==> src/sv/apid_pkg.sv <==
// ----------------------------------------------------------------------------
// apid_pkg
// Shared widths, constants and types for the angle PID step block.
// ----------------------------------------------------------------------------
`default_nettype none

package apid_pkg;

  localparam int AngleW   = 14;
  localparam int DiffW    = 16;
  localparam int ErrW     = 13;
  localparam int DerW     = 14;
  localparam int SumW     = 16;
  localparam int GainW    = 16;
  localparam int DriveW   = 16;
  localparam int CfgIdxW  = 2;

  localparam int HalfTurn   = 2880;
  localparam int FullTurn   = 5760;
  localparam int SumCapHigh = 32000;
  localparam int SumCapLow  = -32768;
  localparam int DriveShift = 12;

  localparam int PkpW = GainW + ErrW;
  localparam int PkiW = GainW + SumW;
  localparam int PkdW = GainW + DerW;
  localparam int AccW = PkiW + 2;

  typedef enum logic [CfgIdxW-1:0] {
    CFG_KP = 2'd0,
    CFG_KI = 2'd1,
    CFG_KD = 2'd2
  } cfg_idx_t;

  typedef struct packed {
    logic signed [GainW-1:0] kp;
    logic signed [GainW-1:0] ki;
    logic signed [GainW-1:0] kd;
  } gains_t;

  typedef struct packed {
    logic signed [ErrW-1:0] err;
    logic signed [DerW-1:0] der;
    logic signed [SumW-1:0] sum;
  } err_t;

  typedef struct packed {
    logic signed [PkpW-1:0] kp;
    logic signed [PkiW-1:0] ki;
    logic signed [PkdW-1:0] kd;
  } prod_t;

endpackage

`default_nettype wire

==> src/sv/apid_err.sv <==
// ----------------------------------------------------------------------------
// apid_err
// Wrapped angle error, derivative and saturating integrator. Holds the
// previous error and the running sum; both advance on each step.
// ----------------------------------------------------------------------------
`default_nettype none

module apid_err (
  input  wire logic                                clk,
  input  wire logic                                rst_n,
  input  wire logic                                step,
  input  wire logic signed [apid_pkg::AngleW-1:0]  meas,
  input  wire logic signed [apid_pkg::AngleW-1:0]  targ,
  input  wire logic                                fresh,
  output apid_pkg::err_t                           err_o
);

  localparam int DW = apid_pkg::DiffW;
  localparam int SW = apid_pkg::SumW;

  localparam logic signed [DW-1:0] Lim1 = DW'(apid_pkg::HalfTurn);
  localparam logic signed [DW-1:0] Lim2 = DW'(apid_pkg::HalfTurn + apid_pkg::FullTurn);
  localparam logic signed [DW-1:0] Lim3 = DW'(apid_pkg::HalfTurn + 2 * apid_pkg::FullTurn);
  localparam logic signed [DW-1:0] Adj1 = DW'(apid_pkg::FullTurn);
  localparam logic signed [DW-1:0] Adj2 = DW'(2 * apid_pkg::FullTurn);
  localparam logic signed [DW-1:0] Adj3 = DW'(3 * apid_pkg::FullTurn);

  localparam logic signed [SW:0] CapHi = (SW+1)'(apid_pkg::SumCapHigh);
  localparam logic signed [SW:0] CapLo = (SW+1)'(apid_pkg::SumCapLow);

  logic signed [apid_pkg::ErrW-1:0] last_err_r, last_err_nxt;
  logic signed [SW-1:0]             err_sum_r, err_sum_nxt;

  logic signed [DW-1:0]             diff;
  logic signed [DW-1:0]             adj;
  logic signed [DW-1:0]             wrapped;
  logic signed [apid_pkg::ErrW-1:0] err;
  logic signed [apid_pkg::ErrW-1:0] prev_err;
  logic signed [SW-1:0]             prev_sum;
  logic signed [apid_pkg::DerW-1:0] der;
  logic signed [SW:0]               sum_wide;
  logic signed [SW-1:0]             sum;

  always_comb begin
    diff = DW'(targ) - DW'(meas);
    if (diff > Lim3) begin
      adj = Adj3;
    end else if (diff > Lim2) begin
      adj = Adj2;
    end else if (diff > Lim1) begin
      adj = Adj1;
    end else if (diff < -Lim3) begin
      adj = -Adj3;
    end else if (diff < -Lim2) begin
      adj = -Adj2;
    end else if (diff < -Lim1) begin
      adj = -Adj1;
    end else begin
      adj = '0;
    end
    wrapped = diff - adj;
    err     = $signed(wrapped[apid_pkg::ErrW-1:0]);

    prev_err = fresh ? '0 : last_err_r;
    prev_sum = fresh ? '0 : err_sum_r;

    der      = apid_pkg::DerW'(err) - apid_pkg::DerW'(prev_err);
    sum_wide = (SW+1)'(prev_sum) + (SW+1)'(err);
    if (sum_wide > CapHi) begin
      sum = CapHi[SW-1:0];
    end else if (sum_wide < CapLo) begin
      sum = CapLo[SW-1:0];
    end else begin
      sum = sum_wide[SW-1:0];
    end
  end

  always_comb begin
    last_err_nxt = step ? err : last_err_r;
    err_sum_nxt  = step ? sum : err_sum_r;
  end

  always_ff @(posedge clk) begin
    if (!rst_n) begin
      last_err_r <= '0;
      err_sum_r  <= '0;
    end else begin
      last_err_r <= last_err_nxt;
      err_sum_r  <= err_sum_nxt;
    end
  end

  assign err_o.err = err;
  assign err_o.der = der;
  assign err_o.sum = sum;

endmodule

`default_nettype wire

==> src/sv/apid_mul.sv <==
// ----------------------------------------------------------------------------
// apid_mul
// The three gain products, each registered.
// ----------------------------------------------------------------------------
`default_nettype none

module apid_mul (
  input  wire logic             clk,
  input  wire logic             en,
  input  wire apid_pkg::gains_t gains,
  input  wire apid_pkg::err_t   err_i,
  output apid_pkg::prod_t       prod_o
);

  apid_pkg::prod_t prod_r;

  always_ff @(posedge clk) begin
    if (en) begin
      prod_r.kp <= apid_pkg::PkpW'(gains.kp) * apid_pkg::PkpW'(err_i.err);
      prod_r.ki <= apid_pkg::PkiW'(gains.ki) * apid_pkg::PkiW'(err_i.sum);
      prod_r.kd <= apid_pkg::PkdW'(gains.kd) * apid_pkg::PkdW'(err_i.der);
    end
  end

  assign prod_o = prod_r;

endmodule

`default_nettype wire

==> src/sv/angle_pid_step.sv <==
// ----------------------------------------------------------------------------
// angle_pid_step
// Angle PID controller, one control tick per input word. The error is the
// target minus the measured angle wrapped into +-180 degrees; the integral
// saturates at +2000 and -2048 degrees. The drive is the gain-weighted sum
// of error, integral and derivative, shifted right 12 bits (floor) and
// clamped to 16-bit signed. While the output is not stalled, a word is
// accepted every cycle and passes four register stages: input, error/integral,
// products, and the saturated output register. Gains must be written through
// the cfg port while the block is idle; the block itself does not enforce it.
// ----------------------------------------------------------------------------
`default_nettype none

module angle_pid_step (
  input  wire logic                                 clk,
  input  wire logic                                 rst_n,
  input  wire logic                                 cfg_we,
  input  wire logic [apid_pkg::CfgIdxW-1:0]         cfg_index,
  input  wire logic [apid_pkg::GainW-1:0]           cfg_wdata,
  input  wire logic                                 in_valid,
  output      logic                                 in_ready,
  input  wire logic signed [apid_pkg::AngleW-1:0]   in_measured_angle,
  input  wire logic signed [apid_pkg::AngleW-1:0]   in_target_angle,
  input  wire logic                                 in_new_command,
  output      logic                                 out_valid,
  input  wire logic                                 out_ready,
  output      logic signed [apid_pkg::DriveW-1:0]   out_motor_drive
);

  localparam int AW = apid_pkg::AccW;
  localparam logic signed [AW-1:0] DriveMax = AW'(2 ** (apid_pkg::DriveW - 1) - 1);
  localparam logic signed [AW-1:0] DriveMin = -AW'(2 ** (apid_pkg::DriveW - 1));

  apid_pkg::gains_t gains_r, gains_nxt;

  logic v1_r, v1_nxt, v2_r, v2_nxt, v3_r, v3_nxt, v4_r, v4_nxt;
  logic rdy1, rdy2, rdy3, rdy4;
  logic ld1, ld2, ld3, ld4;

  logic signed [apid_pkg::AngleW-1:0] meas_r;
  logic signed [apid_pkg::AngleW-1:0] targ_r;
  logic                               fresh_r;

  apid_pkg::err_t  err_c;
  apid_pkg::err_t  err_r;
  apid_pkg::prod_t prod;

  logic signed [AW-1:0]               acc;
  logic signed [AW-1:0]               acc_sh;
  logic signed [apid_pkg::DriveW-1:0] drive;
  logic signed [apid_pkg::DriveW-1:0] drive_r;

  // gain registers
  always_comb begin
    gains_nxt = gains_r;
    if (cfg_we) begin
      unique case (apid_pkg::cfg_idx_t'(cfg_index))
        apid_pkg::CFG_KP: gains_nxt.kp = $signed(cfg_wdata);
        apid_pkg::CFG_KI: gains_nxt.ki = $signed(cfg_wdata);
        apid_pkg::CFG_KD: gains_nxt.kd = $signed(cfg_wdata);
        default:          gains_nxt = gains_r;
      endcase
    end
  end

  // pipeline flow control
  always_comb begin
    rdy4 = !v4_r || out_ready;
    rdy3 = !v3_r || rdy4;
    rdy2 = !v2_r || rdy3;
    rdy1 = !v1_r || rdy2;
    ld1  = in_valid && rdy1;
    ld2  = v1_r && rdy2;
    ld3  = v2_r && rdy3;
    ld4  = v3_r && rdy4;
    v1_nxt = ld1 ? 1'b1 : (rdy1 ? 1'b0 : v1_r);
    v2_nxt = ld2 ? 1'b1 : (rdy2 ? 1'b0 : v2_r);
    v3_nxt = ld3 ? 1'b1 : (rdy3 ? 1'b0 : v3_r);
    v4_nxt = ld4 ? 1'b1 : (rdy4 ? 1'b0 : v4_r);
  end

  always_ff @(posedge clk) begin
    if (!rst_n) begin
      gains_r <= '0;
      v1_r    <= 1'b0;
      v2_r    <= 1'b0;
      v3_r    <= 1'b0;
      v4_r    <= 1'b0;
    end else begin
      gains_r <= gains_nxt;
      v1_r    <= v1_nxt;
      v2_r    <= v2_nxt;
      v3_r    <= v3_nxt;
      v4_r    <= v4_nxt;
    end
  end

  always_ff @(posedge clk) begin
    if (ld1) begin
      meas_r  <= in_measured_angle;
      targ_r  <= in_target_angle;
      fresh_r <= in_new_command;
    end
    if (ld2) begin
      err_r <= err_c;
    end
    if (ld4) begin
      drive_r <= drive;
    end
  end

  apid_err u_err (
    .clk   (clk),
    .rst_n (rst_n),
    .step  (ld2),
    .meas  (meas_r),
    .targ  (targ_r),
    .fresh (fresh_r),
    .err_o (err_c)
  );

  apid_mul u_mul (
    .clk    (clk),
    .en     (ld3),
    .gains  (gains_r),
    .err_i  (err_r),
    .prod_o (prod)
  );

  // sum, floor shift, clamp
  always_comb begin
    acc    = AW'(prod.kp) + AW'(prod.ki) + AW'(prod.kd);
    acc_sh = acc >>> apid_pkg::DriveShift;
    if (acc_sh > DriveMax) begin
      drive = DriveMax[apid_pkg::DriveW-1:0];
    end else if (acc_sh < DriveMin) begin
      drive = DriveMin[apid_pkg::DriveW-1:0];
    end else begin
      drive = acc_sh[apid_pkg::DriveW-1:0];
    end
  end

  assign in_ready        = rdy1;
  assign out_valid       = v4_r;
  assign out_motor_drive = drive_r;

endmodule

`default_nettype wire

==> config.mk <==
export PLATFORM = sky130hd
export DESIGN_NAME = angle_pid_step
export DESIGN_NICKNAME = d
export VERILOG_FILES = /design/src/sv/apid_pkg.sv /design/src/sv/apid_err.sv /design/src/sv/apid_mul.sv /design/src/sv/angle_pid_step.sv
export SDC_FILE = /design/constraint.sdc
export NUM_CORES = 2
export LEC_CHECK = 0
export BUFFER_PORTS_ARGS = -buffer_cell sky130_fd_sc_hd__buf_2
export CORE_MARGIN = 2
export CORE_UTILIZATION = 50
export CTS_CLUSTER_SIZE = 16
export DETAILED_ROUTE_END_ITERATION = 10
export PLACE_DENSITY = 0.63
export SLEW_MARGIN = 10
export SYNTH_ARGS = -nofsm -noshare
export SYNTH_HDL_FRONTEND = slang
export SYNTH_SLANG_ARGS = --single-unit
==> constraint.sdc <==
create_clock -name clk -period 8.13 [get_ports clk]
set_clock_uncertainty 0.15 [all_clocks]
set_input_delay 1.626 -clock clk [delete_from_list [all_inputs] [get_ports clk]]
set_output_delay 1.626 -clock clk [all_outputs]
set_load 0.01 [all_outputs]
Word level (Yosys, flattened, before mapping)
Cells that the tools add are included.

cells by class
  add/subtract/negate cells = 6
  multipliers = 3
  $lt $le $gt $ge = 10
  eq/ne operators = 2
  multiplexer cells = 19
  reductions and logical operators = 20

operators by type and width
  cell                                                           count
  two-way mux 13 bit                                             6
  two-way mux 16 bit                                             4
  adder 33 x 30 -> 34 bit                                        1
  adder 29 x 32 -> 33 bit                                        1
  multiplier 16 x 16 -> 32 bit                                   1
  > comparator 15 bit (second input constant)                    2
  less-than comparator 15 bit (second input constant)            2
  multiplier 16 x 14 -> 30 bit                                   1
  multiplier 16 x 13 -> 29 bit                                   1
  > comparator 22 x 16 -> 1 bit (second input constant)          1
  less-than comparator 22 x 16 -> 1 bit (second input constant)  1
  adder 16 x 13 -> 17 bit                                        1
  > comparator 17 x 16 -> 1 bit (second input constant)          1
  less-than comparator 17 x 16 -> 1 bit (second input constant)  1
  > comparator 15 x 13 -> 1 bit (second input constant)          1
  less-than comparator 15 x 13 -> 1 bit (second input constant)  1
  subtractor 14 x 14 -> 15 bit                                   1
  subtractor 13 x 13 -> 14 bit                                   1
  subtractor 13 bit                                              1
  two-way mux 12 bit                                             1
  two-way mux 1 bit                                              8
  nonzero test 2 bit                                             4
  AND reduction 2 bit                                            3
  logical AND 1 bit                                              4
  5 further kinds                                                11

storage, ports and cells
  bits in registers = 260
  input bits = 52
  output and inout port bits = 18
  word-level logic and storage cells = 79

Longest topological paths before layout
  word-level depth = 13
  gate-level depth with buffers = 35
  gate-level depth less buffers = 33

By module
A second synthesis with hierarchy kept.

unflattened totals
  cell total of the unflattened synthesis = 4153
  area total of the unflattened synthesis = 39825.7 sq um

by module, submodules not included
  module          instances  cells an instance  area an instance (sq um)  sequential area each (sq um)
  apid_mul        1          2959               28488.6                   2732.6
  angle_pid_step  1          661                7169.4                    3683.5
  apid_err        1          533                4167.7                    580.6

Worst setup path after synthesis
No wires, ideal clock.

  kind = register to register
  from = register targ_r[0] in the netlist's numbering
  to = register err_r[0] in the netlist's numbering (data pin)
  setup time = 0.268 ns
  arrival time = 6.566 ns
  data required time = 7.712 ns
  slack = 1.146 ns
  cell stages (with the launch flop) = 34
  path buffers = 2
  clock period less this slack = 6.984 ns
  path through = edfxtp_1 inv_1 ha_1 inv_1 fa_1 a211o_1 a2111o_1 o311a_2 inv_2 o41ai_1 o21ai_1 a31oi_1 or4_4 and2_1 o21a_1 a21oi_1 ha_1 a21o_1 a21o_1 a21o_1 a21oi_1 xnor2_1 xnor2_4 inv_2 ha_1 o21bai_1 xor2_1 or3_1 a221oi_1 a32o_1 and2_4 buf_6 buf_6 nor3_1

RTL lines
  element                 RTL line               source
  from (decl)             angle_pid_step.sv:41   logic signed [apid_pkg::AngleW-1:0] targ_r;
  from (signal assigned)  angle_pid_step.sv:101  targ_r <= in_target_angle;
  to (signal assigned)    angle_pid_step.sv:105  err_r <= err_c;
  to (decl)               angle_pid_step.sv:45   apid_pkg::err_t err_r;

Worst setup path after layout
  from = register err_r[6] in the netlist's numbering
  to = register u_mul.prod_r (netlist bit u_mul.prod_o[61]) (data pin)

on the way
  longest elaborated chain between the ends = 1

ends and longest elaborated chain
  element                       RTL line        source
  multiplier 16 x 16 -> 32 bit  apid_mul.sv:20  prod_r.ki <= apid_pkg::PkiW'(gains.ki) * apid_pkg::PkiW'(err_i.sum);
  to (decl)                     apid_mul.sv:15  apid_pkg::prod_t prod_r;

Every way passes these cells.
A chain may end at the register's enable or synchronous reset.

==> run metrics <==
Hold WC Path Type register to register; CTS tree yes; Final setup viols 0; # DRC 0; Die Span Y around 280 µm; Synth Area in Compound Gates 0.07378; XOR/XNOR Fraction of Synth Area 0.03661; Unique masters post-synth 83; WL per Instance 18.28 µm; total gr overflow 0; Clk Tree Root Cell clkbuf_16; worst hold margin 0.3187 ns; register area share after synthesis 0.1838; max-slew violations 0; DRT antenna net count 0; Leakage 18.52 nW; CP Class register to register; Fmax between 0.1 and 0.15 GHz; H-tree levels 2; CP endpoint kind register; mux contribution to synthesized area 0.0005258; antenna fix cells 0; Power Dens Cells about 330 nW/µm²; clk_lat worst skew around 0.57 ns; net count after synthesis 4912; antenna violations before repair 0; clock sink total 260; VDD IR max 0.3348 mV; Mapped Area 38070 µm²; Layout Nets approximately 4900; layout cell share with drive strength beyond 1 0.05362; RePlAce Congestion 0.8902; Tot Pwr about 13 mW; Inst Count DP 4810; Ports 70; Worst EP arrival 7.85 ns; core area 75700 µm²; Hold Vio Cnt, Final 0; CTS max path bufs 3; setup TNS 0 ns; Post-synth EDFFs 179; global-route wire length before repair 148400 µm; Cells after Synth ~3800; Site Rows about 100; largest net degree at the start of global routing 83; initial DRC count approximately 1400; largest family of logic cells by synthesized area adder cells; Detailed Route WL between 80000 and 90000 µm; initial core utilization 0.5030; cell taking the most area after synthesis fa_1; Tcrit/Tclk final 0.9502; final core utilization 0.5389; Yosys reg bits 260; Port Buffers around 70; CP required ~8.3 ns; fin cells 4876; top cells by area, synth fa_1, edfxtp_1, ha_1; vias in the first global route roughly 28000; DRT Pass-1 Iters 5; DIE WIDTH roughly 280 µm; relative slew slack 0.3225; total of max-cap violations 0; Yosys top cell area share 0.3739; Vias about 26000; Total GRT Usage 0.2422; HPWL after DPL ~74000 µm; Top FF cell, synth edfxtp_1; cts hold-fix bufs 0; Num CTS Buffers 35; Slew @ Worst Pin ~1.0 ns; Crit Path Max Fanout 12; Worst-path clk slew 0.06 ns; via/cell ratio about 5.3; startpoint types register; FFs w/ async S/R, synth 0; Synthesis Warnings 0; Synth Area in Adders 0.4740; fin crit period between 7 and 8 ns; Area growth syn-to-layout 7.155%; Synth Area in Simple Gates 0.1466; syn_area_per_cell around 9.9 µm²; Die Area 78370 µm²; status finished clean
==> cell usage in the layout, fill, tap and decap left out, types with 69 or more instances in the layout <==
master	Yosys	final
fa_1	711	711
nor2_1	80	80
buf_2	1	69
ha_1	303	303
nand2_1	556	555
dfxtp_1	81	79
inv_1	725	724
a21oi_1	97	97
and2_1	274	274
xnor2_1	115	115
edfxtp_1	179	179
==> registers in the layout, summed over array words and instances, names as in the netlist <==
| register | flops |
|---|---|
| u_mul.prod_o | 91 |
| u_err.last_err_r | 13 |
| u_err.err_sum_r | 16 |
| targ_r | 14 |
| meas_r | 14 |
| v1_r | 1 |
| err_r | 43 |
| fresh_r | 1 |
| gains_r | 48 |
| v2_r | 1 |
| out_valid | 1 |
| out_motor_drive | 16 |
| v3_r | 1 |
==> metrics by stage <==
step           instance area (µm²)  worst slack [ns]
6_report                     40800            0.4045
5_1_grt                      40800         -0.005144
4_1_cts                      40770            0.4388
3_5_place_dp                 39510            0.4746
3_3_place_gp                 39510            0.5466
2_1_floorplan                38070             1.146
==> layout make-up <==
cell class	count	area, µm²
Inverter	728	2733
Timing Repair Buffer	115	690.7
Sequential cell	260	6999
Multi-Input combinational cell	2731	27890
Fill cell	6841	34900
Tap cell	978	1224
Clock buffer	43	968.4
Clock inverter	21	291.5
==> layer usage <==
metal / vias up / GRT usage / routed length, µm
met1: 13090 / 0.3157 / 38010
met5: - / 0 / 0
met3: 131 / 0.02385 / 3546
met2: 538 / 0.4260 / 44510
li1: 12010 / - / -
met4: 0 / 0.07637 / 3074
==> cell families (layout without fill, tap and decap cells) <==
family,Yosys count,in the layout
mux,2,2
fa+ha+maj,1016,1016
compound gates,407,407
flops,260,260
buf+inv,855,907
xor+xnor,154,154
simple gates,1152,1152
==> synthesized netlist by cell type, types with 14 or more instances <==
library cell and n:
a21boi_0 62, a21o_1 34, a21oi_1 97, a31oi_1 14
and2_1 274, clkbuf_1 122, dfxtp_1 81, edfxtp_1 179
fa_1 711, ha_1 303, inv_1 725, nand2_1 556
nand2b_1 68, nand3_1 33, nor2_1 80, nor2b_1 38
nor3_1 35, o21a_1 33, o21ai_0 53, o21bai_1 29
xnor2_1 115, xor2_1 36
==> power breakdown <==
part           switching (mW)  leakage [nW]  internal, mW
clock network           0.658         0.609          1.02
logic                    5.47          15.6          3.69
registers               0.485          2.34          2.11
total                    6.61          18.5          6.83
==> worst paths after layout <==
path | cells past startpoint | endpoint | from | slack (ns)
setup / recovery | 27 | u_mul.prod_o[61]$_DFFE_PP_ | err_r[6]$_DFFE_PP_ | 0.40
hold / removal | 2 | u_err.last_err_r[1]$_SDFFE_PN0P_ | u_err.last_err_r[1]$_SDFFE_PN0P_ | 0.32
setup reg to reg | 27 | u_mul.prod_o[61]$_DFFE_PP_ | err_r[6]$_DFFE_PP_ | 0.40
hold reg to reg | 2 | u_err.last_err_r[1]$_SDFFE_PN0P_ | u_err.last_err_r[1]$_SDFFE_PN0P_ | 0.32
==> critical path, stage by stage (launching register included) <==
cell,delay [ns]
edfxtp_1,0.67
buf_4,0.24
nand2_1,0.08
fa_1,0.56
inv_1,0.05
fa_1,0.52
inv_1,0.05
fa_1,0.54
inv_1,0.06
fa_1,0.47
inv_1,0.06
fa_1,0.52
inv_1,0.05
fa_1,0.48
ha_1,0.41
inv_1,0.11
o21bai_1,0.08
a21o_1,0.17
a21o_1,0.16
a21oi_1,0.21
nor2b_1,0.07
a31oi_1,0.44
a21oi_1,0.20
a41o_1,0.31
o41ai_1,0.42
o21bai_1,0.11
a21oi_1,0.18
xnor2_1,0.07
==> timing repair <==
action,in CTS,in global routing
setup endpoints to repair,0,21
hold endpoints to repair,0,0
gates resized for setup,0,4
setup buffers,0,2
Note: power is estimated with default switching activity, not from simulation.
